**config.mk**
```make
export PLATFORM = sky130hd
export DESIGN_NAME = sgnm_task_queue
export DESIGN_NICKNAME = d
export VERILOG_FILES = /design/src/rtl/core/sgnm_pkg.sv /design/src/rtl/core/sgnm_task_queue.sv
export VERILOG_INCLUDE_DIRS = /design/src /design/src/rtl/core
export SDC_FILE = /design/constraint.sdc
export NUM_CORES = 1
export LEC_CHECK = 0
export BUFFER_PORTS_ARGS = -buffer_cell sky130_fd_sc_hd__clkbuf_2
export CELL_PAD_IN_SITES_DETAIL_PLACEMENT = 1
export CELL_PAD_IN_SITES_GLOBAL_PLACEMENT = 1
export CORE_MARGIN = 4
export CORE_UTILIZATION = 54
export CTS_CLUSTER_SIZE = 10
export DETAILED_ROUTE_END_ITERATION = 12
export PLACE_DENSITY = 0.83
export SLEW_MARGIN = 10
export SYNTH_ARGS = -nofsm -noshare
export SYNTH_HDL_FRONTEND = slang
export SYNTH_SLANG_ARGS = --single-unit
```
**constraint.sdc**
```tcl
create_clock -name clk -period 25.6 [get_ports clk]
set_input_delay 1.28 -clock clk [delete_from_list [all_inputs] [get_ports clk]]
set_output_delay 1.28 -clock clk [all_outputs]
set_load 0.01 [all_outputs]
```
**src/rtl/core/scharr_gradient_normal_map_unit_assert.svh**
```systemverilog
// Assertion macros shared by the gradient unit modules.
// Each macro expects signals named clk and rst_n in the enclosing module.
`ifndef SCHARR_GRADIENT_NORMAL_MAP_UNIT_ASSERT_SVH
`define SCHARR_GRADIENT_NORMAL_MAP_UNIT_ASSERT_SVH

// The expression must hold at every clock edge out of reset.
`define SGNM_ASSERT_ALWAYS(label, expr, msg) \
    label: assert property (@(posedge clk) disable iff (!rst_n) (expr)) \
        else $error(msg);

// The consequent must hold in the same cycle as the antecedent.
`define SGNM_ASSERT_IMPLY(label, ante, cons, msg) \
    label: assert property (@(posedge clk) disable iff (!rst_n) (ante) |-> (cons)) \
        else $error(msg);

`endif

```
**src/rtl/core/sgnm_pkg.sv**
```systemverilog
package sgnm_pkg;

    localparam int MAX_WIDTH  = 1024;
    localparam int MAX_HEIGHT = 1024;
    localparam int FRAC_W     = 4;

    localparam int SAMPLE_W = 16;
    localparam int DIM_W    = 11;
    localparam int COL_W    = $clog2(MAX_WIDTH);
    localparam int ROW_W    = $clog2(MAX_HEIGHT);
    localparam int CODE_W   = 8;
    localparam int GRAD_W   = 22;
    localparam int CFG_IDX_W = 2;

    localparam int TQ_DEPTH = 4;
    localparam int TQ_PTR_W = $clog2(TQ_DEPTH);
    localparam int TQ_CNT_W = TQ_PTR_W + 1;

    localparam int OQ_DEPTH = 4;
    localparam int OQ_PTR_W = $clog2(OQ_DEPTH);
    localparam int OQ_CNT_W = OQ_PTR_W + 1;

    localparam int TRUNC_BIAS = (1 << FRAC_W) - 1;

    localparam logic [CODE_W-1:0]    NZ_CODE          = CODE_W'(125);
    localparam logic [CFG_IDX_W-1:0] CFG_FRAME_WIDTH  = CFG_IDX_W'(0);
    localparam logic [CFG_IDX_W-1:0] CFG_FRAME_HEIGHT = CFG_IDX_W'(1);

    typedef logic signed [SAMPLE_W-1:0] sample_t;
    typedef sample_t [8:0] window_t;

    // One output pixel's neighborhood plus where it sits in the frame.
    typedef struct packed {
        window_t win;
        logic    top_mirror;
        logic    left_mirror;
        logic    last_row;
        logic    last_col;
    } task_t;

    typedef struct packed {
        logic [TQ_CNT_W-1:0] count;
        logic                empty;
    } tq_status_t;

    typedef struct packed {
        logic [CODE_W-1:0] grad_x;
        logic [CODE_W-1:0] grad_y;
        logic              frame_done;
        logic              step_last;
    } out_item_t;

    typedef enum logic [1:0] {
        VAR_BASE,
        VAR_ROW,
        VAR_COL,
        VAR_CORNER
    } variant_t;

    // Truncate toward zero to an integer, then add the code offset modulo 256.
    function automatic logic [CODE_W-1:0] grad_code(input logic signed [GRAD_W-1:0] g);
        logic signed [GRAD_W-1:0] biased;
        logic signed [GRAD_W-1:0] whole;
        biased = g + (g[GRAD_W-1] ? GRAD_W'(TRUNC_BIAS) : GRAD_W'(0));
        whole  = biased >>> FRAC_W;
        return whole[CODE_W-1:0] + NZ_CODE;
    endfunction

endpackage

```
**src/rtl/core/sgnm_task_queue.sv**
```systemverilog
`include "scharr_gradient_normal_map_unit_assert.svh"

module sgnm_task_queue
    import sgnm_pkg::*;
(
    input  logic       clk,
    input  logic       rst_n,
    input  logic       wr_en,
    input  task_t      wr_data,
    input  logic       rd_en,
    output task_t      rd_data,
    output tq_status_t status
);

    task_t               entry_reg [TQ_DEPTH];
    logic [TQ_PTR_W-1:0] wr_ptr_reg, wr_ptr_next;
    logic [TQ_PTR_W-1:0] rd_ptr_reg, rd_ptr_next;
    logic [TQ_CNT_W-1:0] count_reg, count_next;
    logic                do_rd;

    assign do_rd        = rd_en && (count_reg != '0);
    assign rd_data      = entry_reg[rd_ptr_reg];
    assign status.count = count_reg;
    assign status.empty = count_reg == '0;

    always_comb
    begin
        wr_ptr_next = wr_ptr_reg + TQ_PTR_W'(wr_en);
        rd_ptr_next = rd_ptr_reg + TQ_PTR_W'(do_rd);
        count_next  = count_reg + TQ_CNT_W'(wr_en) - TQ_CNT_W'(do_rd);
    end

    always_ff @(posedge clk or negedge rst_n)
    begin
        if (!rst_n)
        begin
            wr_ptr_reg <= '0;
            rd_ptr_reg <= '0;
            count_reg  <= '0;
        end
        else
        begin
            wr_ptr_reg <= wr_ptr_next;
            rd_ptr_reg <= rd_ptr_next;
            count_reg  <= count_next;
        end
    end

    always_ff @(posedge clk)
    begin
        if (wr_en)
        begin
            entry_reg[wr_ptr_reg] <= wr_data;
        end
    end

    `SGNM_ASSERT_ALWAYS(a_tq_count_bound, count_reg <= TQ_CNT_W'(TQ_DEPTH), "task queue count beyond depth")

endmodule

```
# Word-level counts from Yosys, hierarchy flattened
# Memories as Yosys holds them, arrays and structs flattened.
# Index checks and enable logic that the tools add are counted.
dict set report totals {
  ff_bits 7
  latch_bits 0
  ramBits 592
  rom_bits 0
  inputBits 152
  out_inout_bits 152
  elab_cells 13
  memories 1
}
# memory depth word_bits rd rd_clocked_by_memory_dff wr line_no
set memory_table {}
lappend memory_table {entry_reg 4 148 1 0 1 sgnm_task_queue.sv:15} ;# task_t entry_reg [TQ_DEPTH];
dict set report classes {
  add_sub_neg 4
  multipliers 0
  n_div 0
  n_lt_le_gt_ge 0
  eq_ne 0
  shift 0
  n_mux 2
  n_bitwise 0
  n_reduce_logical 3
}
# operator count
set ops {}
lappend ops {{2-bit by 1-bit adder with 2-bit output} 2}
lappend ops {{3-bit by 1-bit adder with 3-bit output} 1}
lappend ops {{3-bit logical NOT} 1}
lappend ops {{3-bit nonzero test} 1}
lappend ops {{3-bit by 1-bit subtractor with 3-bit output} 1}
lappend ops {{1-bit two-way mux} 2}
lappend ops {{1-bit logical AND} 1}

# Depth between registers and ports, before layout
dict set report depth {
  word_depth 3
  ltp_mapped 7
  mapped_depth_nobuf 7
}

# Worst setup path after synthesis
# OpenSTA, ideal clock, no wires.
dict set report synth_path {
  kind {input to register}
  from {in wr_en}
  to {mem entry_reg[0][0] (netlist bit), enable pin}
  setup_time_ps 866
  arrival_ps 11847
  required_ps 24734
  slack_ps 12887
  stages 1
  path_buffers 0
  path_cell_list {nor3b_1}
}
dict set report synth_between {
  elab_chain_len 2
}
# element line_no
set synth_rtl {}
lappend synth_rtl {{from (decl)} sgnm_task_queue.sv:8} ;# input logic wr_en,
lappend synth_rtl {{1-bit two-way mux} sgnm_task_queue.sv:51} ;# if (wr_en)
lappend synth_rtl {{1-bit two-way mux (implied by the code)} sgnm_task_queue.sv:53} ;# entry_reg[wr_ptr_reg] <= wr_data;
lappend synth_rtl {{to (decl)} sgnm_task_queue.sv:15}
# No other way between the ends.

==> results.cfg <==
[yosys]
yosysTopAreaCell = edfxtp_1
synth_top_family_by_area = multiplexers
synth.most_common_cell = edfxtp_1
async_flop_share_pct = 1.17
ys_warn_count = 0
yosys-top-cells-count = edfxtp_1, mux4_2, buf_2
yosysUniqueCellTypes = 22
yosys-top-cells-area = edfxtp_1, mux4_2, dfrtp_1, buf_6, buf_2
syn_area_per_cell_um2 = 27.0
synth.area.mux_share_pct = 15.4
synth-edff-count = 592
synth_xor_xnor_area_share_pct = 0.202
synth_nets = 959
synth_top_area_share_pct = 81.9
synthAdderAreaFrac_pct = 0.208
synth_compound_area_share_pct = 0.0980
synthCells = 804
synthSimpleGateAreaFrac_pct = 0.254
synth_area_um2 = 21700
ys.flop_type = edfxtp_1
synth-seq-cells = 599
yosysSeqAreaShare_pct = 82.7

[setup_path]
start_kind = register
rr_worst_depth = 3
path_cells = buf_4 > buf_4 > mux4_2 > clkbuf_2
cp_max_fo = 49
cp.required_ns = 24.32
cp.arrival_ns = 3.64
path_class = reg -> out
r2r-end = entry_reg[0][78]$_DFFE_PP_
r2r_start = wr_ptr_reg[1]$_DFF_PN0_
rrSetupSlack_ns = 22.76
cp_top_family = buffers and inverters
worst_path_largest_cell_delay_ns = 0.87
cp_slowest_cell = buf_4
endpoint_kind = output pin
crit_top_cell = buf_4
crit_path_start = rd_ptr_reg[0]$_DFF_PN0_
cp_num_buf_inv = 3

[min_path]
hold_class = in -> async

[floorplanning]
die_y_um = 208
fp-row-count = 73
initial_utilization_pct = 54.6
ios = 304
core_um2 = 39700
die_x_um = 208
die_area_um2 = 43400

[layout]
largest_reg_flops = 592
area_growth_pct = 18.6
final_core_util_pct = 64.7
fin_nets = 1314
drive_above_1_share_pct = 46.6
final_cells = 1707
final_cell_area_um2 = 25700

[drt]
dr_total_vias = 10100
dr.pass1.iters = 4
vias_per_cell = 5.90
wl_per_cell_um = 29.2
drtAntennaViolNets = 0
drt_iter0_drc = 925
drc = 0
routed_wl_um = 49900

[place]
dp_cells = 1612
dp_hpwl_um = 29500
numPortBuffers = 303
routabilityCongestion = 0.715
placed_area_um2 = 23800

[grt]
antenna_found_initial = 9
grt_first_pass_wirelength_um = 75600
grt-ovfl-total = 0
track_usage_pct = 23.5
grt_pass1_vias = 11400
grt_max_degree = 71

[clocking]
clk_pin_slew_worst_paths_ns = 0.06
cts_hold_buffers = 0
clk_latency_ns = 0.58
numCtsBuffers = 70
cts_tree = done
clk_path_buf_depth = 3
cts.sinks = 599
cts-root-buf = clkbuf_16
htreeDepth = 3
cts_resized = 0
postCtsSetupBuffers = 0

[pwr]
p_leak_nw = 8.81
p_per_area_nw_per_um2 = 120
ir_drop_v = 0.0000920

[timing]
fin_skew_ns = 0.0169
timing.final.crit_share_pct = 19.2
rsz0062_at_grt = no
hold_violations = 0
tns_ns = 0
fin_crit_ns = 4.92
setup_viol = 0
max-slew-margin-rel_pct = 27.6
drv_slew = 0
worst_pin_slew_ns = 1.09
clock.fmax_mhz = 203

[outcome]
status = finished, final reports clean

[flow_run]
drv_cap = 0
==> worst reg2reg max path, cell delays in order (launching register included) <==
cell and delay [ns]:
dfrtp_1 0.47, nor3b_2 0.69, buf_4 0.54, buf_4 0.70
==> area by class of cell <==
type                       instances  area [um^2]
sequential                       599        18000
clock buffer                      87         1900
fill                            3187        14000
clock inverter                     5         46.3
tap                              525          657
timing repair buffer             317         1620
inverter                           2         7.51
multi-input combinational        169         3520
antenna                            3         7.51
==> cells by family (layout without fill, tap and decap cells) <==
kind of cell    after synthesis  in the layout
compound gates                3              3
xor+xnor                      5              5
fa+ha+maj                     3              3
buf+inv                      36            411
flops                       599            599
mux                         148            148
other cells                   0              3
simple gates                 10             10
==> metrics by stage <==
step | total power, mW | setup WS [ns] | hold WS, ns
2_1_floorplan | 1.94 | 12.89 | 0.488
3_3_place_gp | 2.20 | 21.14 | 0.558
3_5_place_dp | 2.24 | 21.15 | 0.601
4_1_cts | 3.13 | 20.51 | 0.506
5_1_grt | 3.23 | 20.31 | 0.518
6_report | 3.09 | 20.68 | 0.532
==> metal layers <==
metal  up-vias  part of all wire, %  global-route usage (%)
met3        80                  8.2                    6.98
met4        14                  2.2                    7.00
met2       439                   52                    39.5
met1      5317                   37                    30.2
li1       4213                    -                       -
met5         -                 0.18                       0
==> worst max path at each step <==
stage                                           end  slack (ns)  cells after the start
after floorplan           entry_reg[0][0]$_DFFE_PP_       12.89                      1
after global placement                  rd_data[76]       21.14                      4
after detailed placement                rd_data[77]       21.15                      4
after CTS                               rd_data[77]       20.51                      4
after global routing                    rd_data[76]       20.31                      4
final                                   rd_data[77]       20.68                      4
==> layout by cell type, fill, tap and decap left out, types with 2 or more instances in the layout <==
cell	instances
edfxtp_1	592
clkbuf_2	303
mux4_2	148
clkbuf_16	74
buf_4	14
clkbuf_1	13
dfrtp_1	5
xnor2_1	4
diode_2	3
nor2_1	2
nand2b_1	2
inv_1	2
ha_1	2
inv_6	2
dfrtp_4	2
==> power by group <==
group	leakage (nW)	switching (mW)	internal [mW]	total, mW
clock network	0.947	0.357	0.516	0.873
logic	2.35	0.480	0.369	0.849
registers	5.52	0.0753	1.29	1.37
total	8.81	0.912	2.18	3.09
No activity file was read; power rests on OpenSTA's default activity.
