==> src/rtl/core/scharr_gradient_normal_map_unit_assert.svh <==
// Assertion macros shared by the gradient unit modules.
// Each macro expects signals named clk and rst_n in the enclosing module.
`ifndef SCHARR_GRADIENT_NORMAL_MAP_UNIT_ASSERT_SVH
`define SCHARR_GRADIENT_NORMAL_MAP_UNIT_ASSERT_SVH

// The expression must hold at every clock edge out of reset.
`define SGNM_ASSERT_ALWAYS(label, expr, msg) \
    label: assert property (@(posedge clk) disable iff (!rst_n) (expr)) \
        else $error(msg);

// The consequent must hold in the same cycle as the antecedent.
`define SGNM_ASSERT_IMPLY(label, ante, cons, msg) \
    label: assert property (@(posedge clk) disable iff (!rst_n) (ante) |-> (cons)) \
        else $error(msg);

`endif

==> src/rtl/core/sgnm_pkg.sv <==
package sgnm_pkg;

    localparam int MAX_WIDTH  = 1024;
    localparam int MAX_HEIGHT = 1024;
    localparam int FRAC_W     = 4;

    localparam int SAMPLE_W = 16;
    localparam int DIM_W    = 11;
    localparam int COL_W    = $clog2(MAX_WIDTH);
    localparam int ROW_W    = $clog2(MAX_HEIGHT);
    localparam int CODE_W   = 8;
    localparam int GRAD_W   = 22;
    localparam int CFG_IDX_W = 2;

    localparam int TQ_DEPTH = 4;
    localparam int TQ_PTR_W = $clog2(TQ_DEPTH);
    localparam int TQ_CNT_W = TQ_PTR_W + 1;

    localparam int OQ_DEPTH = 4;
    localparam int OQ_PTR_W = $clog2(OQ_DEPTH);
    localparam int OQ_CNT_W = OQ_PTR_W + 1;

    localparam int TRUNC_BIAS = (1 << FRAC_W) - 1;

    localparam logic [CODE_W-1:0]    NZ_CODE          = CODE_W'(125);
    localparam logic [CFG_IDX_W-1:0] CFG_FRAME_WIDTH  = CFG_IDX_W'(0);
    localparam logic [CFG_IDX_W-1:0] CFG_FRAME_HEIGHT = CFG_IDX_W'(1);

    typedef logic signed [SAMPLE_W-1:0] sample_t;
    typedef sample_t [8:0] window_t;

    // One output pixel's neighborhood plus where it sits in the frame.
    typedef struct packed {
        window_t win;
        logic    top_mirror;
        logic    left_mirror;
        logic    last_row;
        logic    last_col;
    } task_t;

    typedef struct packed {
        logic [TQ_CNT_W-1:0] count;
        logic                empty;
    } tq_status_t;

    typedef struct packed {
        logic [CODE_W-1:0] grad_x;
        logic [CODE_W-1:0] grad_y;
        logic              frame_done;
        logic              step_last;
    } out_item_t;

    typedef enum logic [1:0] {
        VAR_BASE,
        VAR_ROW,
        VAR_COL,
        VAR_CORNER
    } variant_t;

    // Truncate toward zero to an integer, then add the code offset modulo 256.
    function automatic logic [CODE_W-1:0] grad_code(input logic signed [GRAD_W-1:0] g);
        logic signed [GRAD_W-1:0] biased;
        logic signed [GRAD_W-1:0] whole;
        biased = g + (g[GRAD_W-1] ? GRAD_W'(TRUNC_BIAS) : GRAD_W'(0));
        whole  = biased >>> FRAC_W;
        return whole[CODE_W-1:0] + NZ_CODE;
    endfunction

endpackage

==> src/rtl/core/sgnm_back.sv <==
`include "scharr_gradient_normal_map_unit_assert.svh"

module sgnm_back
    import sgnm_pkg::*;
(
    input  logic              clk,
    input  logic              rst_n,
    input  task_t             head,
    input  tq_status_t        tq_status,
    output logic              tq_pop,
    output logic              empty,
    input  logic              pop,
    output logic [CODE_W-1:0] grad_x_code,
    output logic [CODE_W-1:0] grad_y_code,
    output logic              frame_done,
    output logic              step_last
);

    variant_t var_reg, var_next;

    out_item_t           oq_reg [OQ_DEPTH];
    logic [OQ_PTR_W-1:0] oq_wr_ptr_reg, oq_wr_ptr_next;
    logic [OQ_PTR_W-1:0] oq_rd_ptr_reg, oq_rd_ptr_next;
    logic [OQ_CNT_W-1:0] oq_count_reg, oq_count_next;

    logic      fire;
    logic      final_var;
    logic      oq_pop;
    logic [1:0] tr, mr, br, lc, cc, rc;
    out_item_t result;

    function automatic sample_t tap(input window_t w, input logic [1:0] row,
                                    input logic [1:0] col);
        logic [3:0] idx;
        idx = 4'(row) * 4'd3 + 4'(col);
        return w[idx];
    endfunction

    function automatic logic signed [GRAD_W-1:0] diff(input sample_t a, input sample_t b);
        logic signed [GRAD_W-1:0] wa;
        logic signed [GRAD_W-1:0] wb;
        wa = GRAD_W'(a);
        wb = GRAD_W'(b);
        return wa - wb;
    endfunction

    // 3*outer_a + 10*center + 3*outer_b, with shifts and adds.
    function automatic logic signed [GRAD_W-1:0] scharr_sum(
        input logic signed [GRAD_W-1:0] outer_a,
        input logic signed [GRAD_W-1:0] center,
        input logic signed [GRAD_W-1:0] outer_b);
        logic signed [GRAD_W-1:0] outer;
        outer = outer_a + outer_b;
        return (outer <<< 1) + outer + (center <<< 3) + (center <<< 1);
    endfunction

    assign fire = !tq_status.empty && (oq_count_reg != OQ_CNT_W'(OQ_DEPTH));

    // Next variant of the current task.
    always_comb
    begin
        var_next = var_reg;
        if (fire)
        begin
            unique case (var_reg)
                VAR_BASE:
                begin
                    if (head.last_row)
                    begin
                        var_next = VAR_ROW;
                    end
                    else if (head.last_col)
                    begin
                        var_next = VAR_COL;
                    end
                end
                VAR_ROW:
                begin
                    var_next = head.last_col ? VAR_COL : VAR_BASE;
                end
                VAR_COL:
                begin
                    var_next = head.last_row ? VAR_CORNER : VAR_BASE;
                end
                VAR_CORNER:
                begin
                    var_next = VAR_BASE;
                end
                default:
                begin
                    var_next = VAR_BASE;
                end
            endcase
        end
    end

    // Tap selection and task retirement for the current variant.
    always_comb
    begin
        tr = head.top_mirror ? 2'd2 : 2'd0;
        mr = 2'd1;
        br = 2'd2;
        lc = head.left_mirror ? 2'd2 : 2'd0;
        cc = 2'd1;
        rc = 2'd2;
        final_var = 1'b1;
        unique case (var_reg)
            VAR_BASE:
            begin
                final_var = !head.last_row && !head.last_col;
            end
            VAR_ROW:
            begin
                tr = 2'd1;
                mr = 2'd2;
                br = 2'd1;
                final_var = !head.last_col;
            end
            VAR_COL:
            begin
                lc = 2'd1;
                cc = 2'd2;
                rc = 2'd1;
                final_var = !head.last_row;
            end
            VAR_CORNER:
            begin
                tr = 2'd1;
                mr = 2'd2;
                br = 2'd1;
                lc = 2'd1;
                cc = 2'd2;
                rc = 2'd1;
                final_var = 1'b1;
            end
            default:
            begin
                final_var = 1'b1;
            end
        endcase
        tq_pop = fire && final_var;
    end

    always_comb
    begin
        result.grad_x = grad_code(scharr_sum(
            diff(tap(head.win, tr, rc), tap(head.win, tr, lc)),
            diff(tap(head.win, mr, rc), tap(head.win, mr, lc)),
            diff(tap(head.win, br, rc), tap(head.win, br, lc))));
        result.grad_y = grad_code(scharr_sum(
            diff(tap(head.win, br, lc), tap(head.win, tr, lc)),
            diff(tap(head.win, br, cc), tap(head.win, tr, cc)),
            diff(tap(head.win, br, rc), tap(head.win, tr, rc))));
        result.frame_done = (var_reg == VAR_CORNER) || (var_reg == VAR_COL && final_var
                            && head.last_row) || (final_var && head.last_row && head.last_col);
        result.step_last  = final_var;
    end

    assign oq_pop = pop && !empty;

    always_comb
    begin
        oq_wr_ptr_next = oq_wr_ptr_reg + OQ_PTR_W'(fire);
        oq_rd_ptr_next = oq_rd_ptr_reg + OQ_PTR_W'(oq_pop);
        oq_count_next  = oq_count_reg + OQ_CNT_W'(fire) - OQ_CNT_W'(oq_pop);
    end

    always_ff @(posedge clk or negedge rst_n)
    begin
        if (!rst_n)
        begin
            var_reg       <= VAR_BASE;
            oq_wr_ptr_reg <= '0;
            oq_rd_ptr_reg <= '0;
            oq_count_reg  <= '0;
        end
        else
        begin
            var_reg       <= var_next;
            oq_wr_ptr_reg <= oq_wr_ptr_next;
            oq_rd_ptr_reg <= oq_rd_ptr_next;
            oq_count_reg  <= oq_count_next;
        end
    end

    always_ff @(posedge clk)
    begin
        if (fire)
        begin
            oq_reg[oq_wr_ptr_reg] <= result;
        end
    end

    assign empty       = oq_count_reg == '0;
    assign grad_x_code = oq_reg[oq_rd_ptr_reg].grad_x;
    assign grad_y_code = oq_reg[oq_rd_ptr_reg].grad_y;
    assign frame_done  = oq_reg[oq_rd_ptr_reg].frame_done;
    assign step_last   = oq_reg[oq_rd_ptr_reg].step_last;

    `SGNM_ASSERT_IMPLY(a_done_is_last, fire && result.frame_done, result.step_last, "frame end not on last result of item")
    `SGNM_ASSERT_IMPLY(a_task_held, var_reg != VAR_BASE, !tq_status.empty, "task left the queue mid sequence")

endmodule

==> config.mk <==
export PLATFORM = sky130hd
export DESIGN_NAME = sgnm_back
export DESIGN_NICKNAME = d
export VERILOG_FILES = /design/src/rtl/core/sgnm_pkg.sv /design/src/rtl/core/sgnm_back.sv
export VERILOG_INCLUDE_DIRS = /design/src /design/src/rtl/core
export SDC_FILE = /design/constraint.sdc
export NUM_CORES = 1
export LEC_CHECK = 0
export ABC_AREA = 1
export BUFFER_PORTS_ARGS = -buffer_cell sky130_fd_sc_hd__buf_2
export CELL_PAD_IN_SITES_DETAIL_PLACEMENT = 1
export CELL_PAD_IN_SITES_GLOBAL_PLACEMENT = 2
export CORE_MARGIN = 2
export CORE_UTILIZATION = 35
export CTS_CLUSTER_DIAMETER = 80
export CTS_CLUSTER_SIZE = 8
export DETAILED_ROUTE_END_ITERATION = 16
export MAX_ROUTING_LAYER = met4
export PLACE_DENSITY = 0.9
export SETUP_SLACK_MARGIN = 0.4
export SLEW_MARGIN = 40
export SYNTH_ARGS = -nofsm -noshare
export SYNTH_HDL_FRONTEND = slang
export SYNTH_SLANG_ARGS = --single-unit
==> constraint.sdc <==
create_clock -name clk -period 11.49 [get_ports clk]
set_input_delay 2.298 -clock clk [delete_from_list [all_inputs] [get_ports clk]]
set_output_delay 2.298 -clock clk [all_outputs]
set_load 0.005 [all_outputs]
Word level (Yosys, flattened, before mapping)
Memories as Yosys holds them, arrays and structs flattened.
Index checks and enable logic that the tools add are counted.
{ "word_totals": {"regBits": 9, "ram_bits": 72, "in_bits": 155, "out_inout_bits": 20, "mem_count": 1} }
{ "mem_list": {"columns": ["name", "words", "width", "rd", "rd_ports_with_merged_regs", "wr", "line", "rtl"], "rows": [
  ["oq_reg", 4, 18, 1, 0, 1, "sgnm_back.sv:21", "out_item_t oq_reg [OQ_DEPTH];"]
]} }
{ "op_classes": {"n_addsub": 30, "multipliers": 3, "n_lt_le_gt_ge": 8, "n_eq_ne": 5, "mux": 34, "n_reduce_logical": 19} }
{ "op_table": {"columns": ["cell", "count"], "rows": [
  ["16-bit binary-select mux with 4-bit select", 8],
  ["16-bit 2-to-1 mux", 8],
  ["16-bit by 16-bit subtractor with 17-bit output", 6],
  ["21-bit by 18-bit adder with 22-bit output", 2],
  ["20-bit by 20-bit adder with 21-bit output", 2],
  ["19-bit by 18-bit adder with 20-bit output", 2],
  ["4-bit by 5-bit < comparator with 1-bit output (second input constant)", 8],
  ["17-bit by 17-bit adder with 18-bit output", 2],
  ["4-bit by 2-bit adder with 4-bit output", 8],
  ["12-bit by 5-bit adder with 12-bit output", 2],
  ["2-bit 2-to-1 mux", 12],
  ["8-bit by 7-bit adder with 8-bit output (second input constant)", 2],
  ["2-bit by 2-bit multiplier with 4-bit output (second input constant)", 3],
  ["1-bit logical AND", 8],
  ["4-bit 2-to-1 mux", 2],
  ["2-bit case mux with 4 select lines", 1],
  ["3-bit inequality test (second input constant)", 2],
  ["2-bit by 1-bit adder with 2-bit output", 2],
  ["2-bit equality test (second input constant)", 2],
  ["1-bit zero test", 4],
  ["1-bit case mux with 4 select lines", 1],
  ["2-bit OR reduction", 2],
  ["3-bit by 1-bit adder with 3-bit output", 1],
  ["3-bit zero test", 1],
  ["other kinds (6)", 8]
]} }

Logic depth before layout (Yosys ltp)
{ "logic_depth": {"ltp_word": 15, "mapped_depth": 59, "depth_no_buf": 59} }

Worst setup path after synthesis
No wires, ideal clock.
{ "synth_timing": {"kind": "input to register", "from": "input port head[3] (netlist name)", "to": "memory oq_reg[0][6] (netlist name), data pin", "setup_ns": 0.272, "arrival_time_ns": 9.331, "t_required_ns": 11.218, "path_slack_ns": 1.887, "cell_stages": 42, "path_cell_list": "nor2_2 inv_2 ha_1 xor2_1 inv_1 clkbuf_1 nand2_1 a31oi_1 a22oi_1 fa_1 inv_1 fa_1 inv_1 ha_1 inv_1 fa_1 o21bai_1 nand3_1 (+6 left out) inv_1 ha_1 nand2_1 inv_1 nand2_1 nand2_1 nand2_1 nand2_1 nor2_1 nand2_1 nand2_2 nand3_4 xor2_2 inv_1 ha_1 nor2_1 nand2_1 xor2_1"} }
{ "synth_rtl": {"columns": ["element", "line", "rtl"], "rows": [
  ["start: declaration", "sgnm_back.sv:8", "input task_t head,"],
  ["end: declaration", "sgnm_back.sv:21", null]
]} }

==> impl.org <==
** Cells and area
- Net total in the final layout :: 3,266
- The multi-input combinational cells in the finished layout cover a total of 13,500 um2.
- In the final layout, flip-flops and latches occupy 2390 um2.
- After filler insertion, the fill cell instance count of the layout stands at 6,704.
- Compared with the post-synthesis result, the final layout area differs by 12.3%.
- Layout cell share with drive strength beyond 1 :: 12.0%
- Number of flip-flops under the largest register name :: 72

** Yosys
- Top flip-flop cell by instance count after synthesis :: sky130_fd_sc_hd__edfxtp_1
- Number of cells produced by synthesis :: 2,711
- Sequential cells were found to cover 13.1% of the synthesized design area.
- Fraction of registers with async set or reset after synthesis :: 11.1%
- Post-synth top cells :: sky130_fd_sc_hd__nand2_1, sky130_fd_sc_hd__inv_1, sky130_fd_sc_hd__o21ai_0
- Top cell type by total area after synthesis :: sky130_fd_sc_hd__fa_1
- Synth warn :: 0
- Portion of synthesized cell area occupied by the leading cell type :: 14.6%
- Top post-synthesis cells by area :: sky130_fd_sc_hd__fa_1, sky130_fd_sc_hd__edfxtp_1, sky130_fd_sc_hd__nand2_1
- Count of flip-flops with a built-in enable after synthesis :: 72
- The netlist uses 68 different library cells.
- Number of storage elements in the synthesis netlist :: 81
- Post-Syn Area per Cell :: 6.71 um2
- The mapped netlist covers 18,200 um2.
- Top-count cell post-synth :: sky130_fd_sc_hd__nand2_1
- Synthesis produced a netlist with a net count of 3,131.

** Timing
- Worst slew margin :: 33.7%
- Setup violations remaining at the end of the flow were counted as 0.
- Highest attainable clock frequency :: 94.6 MHz
- The worst path in the final design needs a cycle of 10.57 ns, including I/O delays and setup.
- Setup repair after global routing left no endpoint under its margin.
- The final-report hold violation count was 0.
- Actual transition at the worst max-transition pin :: 0.984 ns
- Final worst path period share :: 92.0%
- Setup clock skew after layout :: 0.00391 ns
- The max-slew violation count was 0.
- Setup tns final :: 0 ns

** Clocking
- Number of CTS-inserted buffers :: 9
- H-tree level count :: 3
- After clock tree synthesis, the clock-pin slew on the worst setup and hold paths is 0.06 ns.
- No sink is reached through more buffers than the 2 on the longest clock path.
- Root Driver :: sky130_fd_sc_hd__clkbuf_16
- The tree built by TritonCTS fans out to 81 sinks.
- CTS tree :: yes
- Clock latency at the later pin of the worst-skew pair :: 0.33 ns

** Die
- The floorplan step defined a die boundary enclosing 53,800 um2.
- During I/O placement, the number of pins put on the boundary was 175.
- Once the floorplan was initialized, standard cells occupied 35.5% of the core.
- Die boundary height :: 232 um
- Core region area :: 51,300 um2
- The floorplan step set the die width to 232 um.
- The floorplan has 83 rows.

** Global routing
- First-pass GRT wire length :: 126,000 um
- Aggregate global-route resource usage :: 32.0%
- Summed over all layers, the global routing overflow is 0.
- Vias in the first global route :: 20,300
- Entering global routing, the biggest net connects 116 pins.
- The number of antenna violations at the first check in global routing came to 2.

** Setup path
- Reg-to-Reg End :: oq_reg[2][16]$_DFFE_PP_
- In this run the worst path has a maximum fanout of 14.
- Origin of the worst setup path :: head[3]
- Endpoint arrival time on the critical path :: 10.62 ns
- The startpoint identified for the worst register-to-register timing path is var_reg[1]$_DFFE_PN0P_.
- The slowest stage of the critical path is the sky130_fd_sc_hd__fa_1 cell.
- Register-to-register path setup slack :: 1.15 ns
- STA classifies the critical path startpoint as an input port.
- Worst R2R Path Depth :: 50
- The critical path in this run is classified as in2reg.
- Last element of the critical path :: oq_reg[1][8]$_DFFE_PP_
- Delay of the slowest critical-path stage :: 0.54 ns
- Endpoint kind of the worst setup timing path :: flop
- Data on the critical path is required at its endpoint by 11.54 ns.

** Run status
- The flow ran to the end, and the final reports show no timing, DRC or antenna violations.

** Job
- The tool flagged a number of max-cap violations equal to 0.

** Detailed routing
- In the final routed layout, each cell accounts on average for 24.0 um.
- Total length of routed wires :: 84,900 um
- Antenna-violating nets left :: 0
- DR DRC count :: 0
- The first detailed-routing pass took 5 iterations.
- Post-DR vias/cell :: 5.70
- Total number of vias :: 20,100
- The detailed router finished its first iteration with 1,692 violations.

** Worst hold path
- In this run the worst hold path is classified as reg2reg.

** Place
- Summed over all nets, the half-perimeter wirelength after detailed placement is 69,600 um.
- Number of buffer cells added on primary ports :: 171
- Final GP Congestion :: 1.03
cell usage in the layout (no fill, tap or decap), types with 28 or more instances in the layout:
cell type / instances
sky130_fd_sc_hd__nand2_1: 541
sky130_fd_sc_hd__inv_1: 499
sky130_fd_sc_hd__o21ai_0: 313
sky130_fd_sc_hd__buf_2: 171
sky130_fd_sc_hd__a21oi_1: 163
sky130_fd_sc_hd__fa_1: 133
sky130_fd_sc_hd__nor2_1: 132
sky130_fd_sc_hd__ha_1: 129
sky130_fd_sc_hd__edfxtp_1: 72
sky130_fd_sc_hd__nand3_1: 71
sky130_fd_sc_hd__buf_4: 61
sky130_fd_sc_hd__o22ai_1: 59
sky130_fd_sc_hd__xor2_1: 59
sky130_fd_sc_hd__o211ai_1: 54
sky130_fd_sc_hd__o21ai_1: 39
sky130_fd_sc_hd__a31oi_1: 28
sky130_fd_sc_hd__o32ai_1: 28
worst min-delay path by stage:
stage,cells past startpoint,from,to
2_1_floorplan,1,oq_rd_ptr_reg[0]$_DFF_PN0_,oq_rd_ptr_reg[0]$_DFF_PN0_
3_3_place_gp,1,oq_count_reg[0]$_DFF_PN0_,oq_count_reg[0]$_DFF_PN0_
3_5_place_dp,1,oq_count_reg[0]$_DFF_PN0_,oq_count_reg[0]$_DFF_PN0_
4_1_cts,1,oq_count_reg[0]$_DFF_PN0_,oq_count_reg[0]$_DFF_PN0_
5_1_grt,1,oq_count_reg[0]$_DFF_PN0_,oq_count_reg[0]$_DFF_PN0_
6_report,1,oq_count_reg[0]$_DFF_PN0_,oq_count_reg[0]$_DFF_PN0_
critical path: cells and delay by family:
family	cells	cell delay (ns)
adder cells (fa/ha/maj)	9	3.40
AND/OR/NAND/NOR	16	2.06
buffers and inverters	11	1.10
XOR/XNOR	2	0.45
AO/OA/AOI/OAI	5	1.25
what timing repair did:
item	CTS	global route
hold buffers	0	0
buffers inserted	0	12
hold endpoints to repair	0	0
resized for setup	0	25
setup endpoints to repair	0	48
cell type report:
type                    instances  area share, %
clock inverters                 7          0.184
repair buffers                243           7.10
clock buffers                   9           1.10
flip-flops and latches         81           11.7
diodes                          2         0.0245
multi-input cells            1987           66.0
well taps                     680           4.16
inverters                     524           9.72
metal layers:
metal  routed length, um  track usage (%)  vias up
met1               35900             40.6     9895
met5                   0                -        -
met3                5790             3.49      154
met4                4220             13.5        0
li1                    -                -     9264
met2               39000             51.8      831
through the flow:
stage          hold slack [ns]  utilization [%]  setup slack (ns)  instance area (um2)  instances
3_3_place_gp             0.521             38.7             0.650                19900       3495
6_report                 0.577             39.8             0.921                20400       3533
3_5_place_dp             0.546             38.9             0.433                20000       3503
5_1_grt                  0.602             39.8             0.405                20400       3533
2_1_floorplan            0.477                -              1.89                18200       2711
4_1_cts                  0.577             39.4             0.723                20200       3519
logic make-up after synthesis:
logic type | Yosys count | share of synthesized area [%]
simple gates | 837 | 19.4
compound gates | 796 | 25.8
buf+inv | 643 | 13.6
fa+ha+maj | 265 | 23.7
xor+xnor | 87 | 4.27
flops | 81 | 13.1
mux | 2 | 0.110
Power is not shown: default switching activity piles up to over one toggle a cycle in this logic, so the estimate is an artifact.
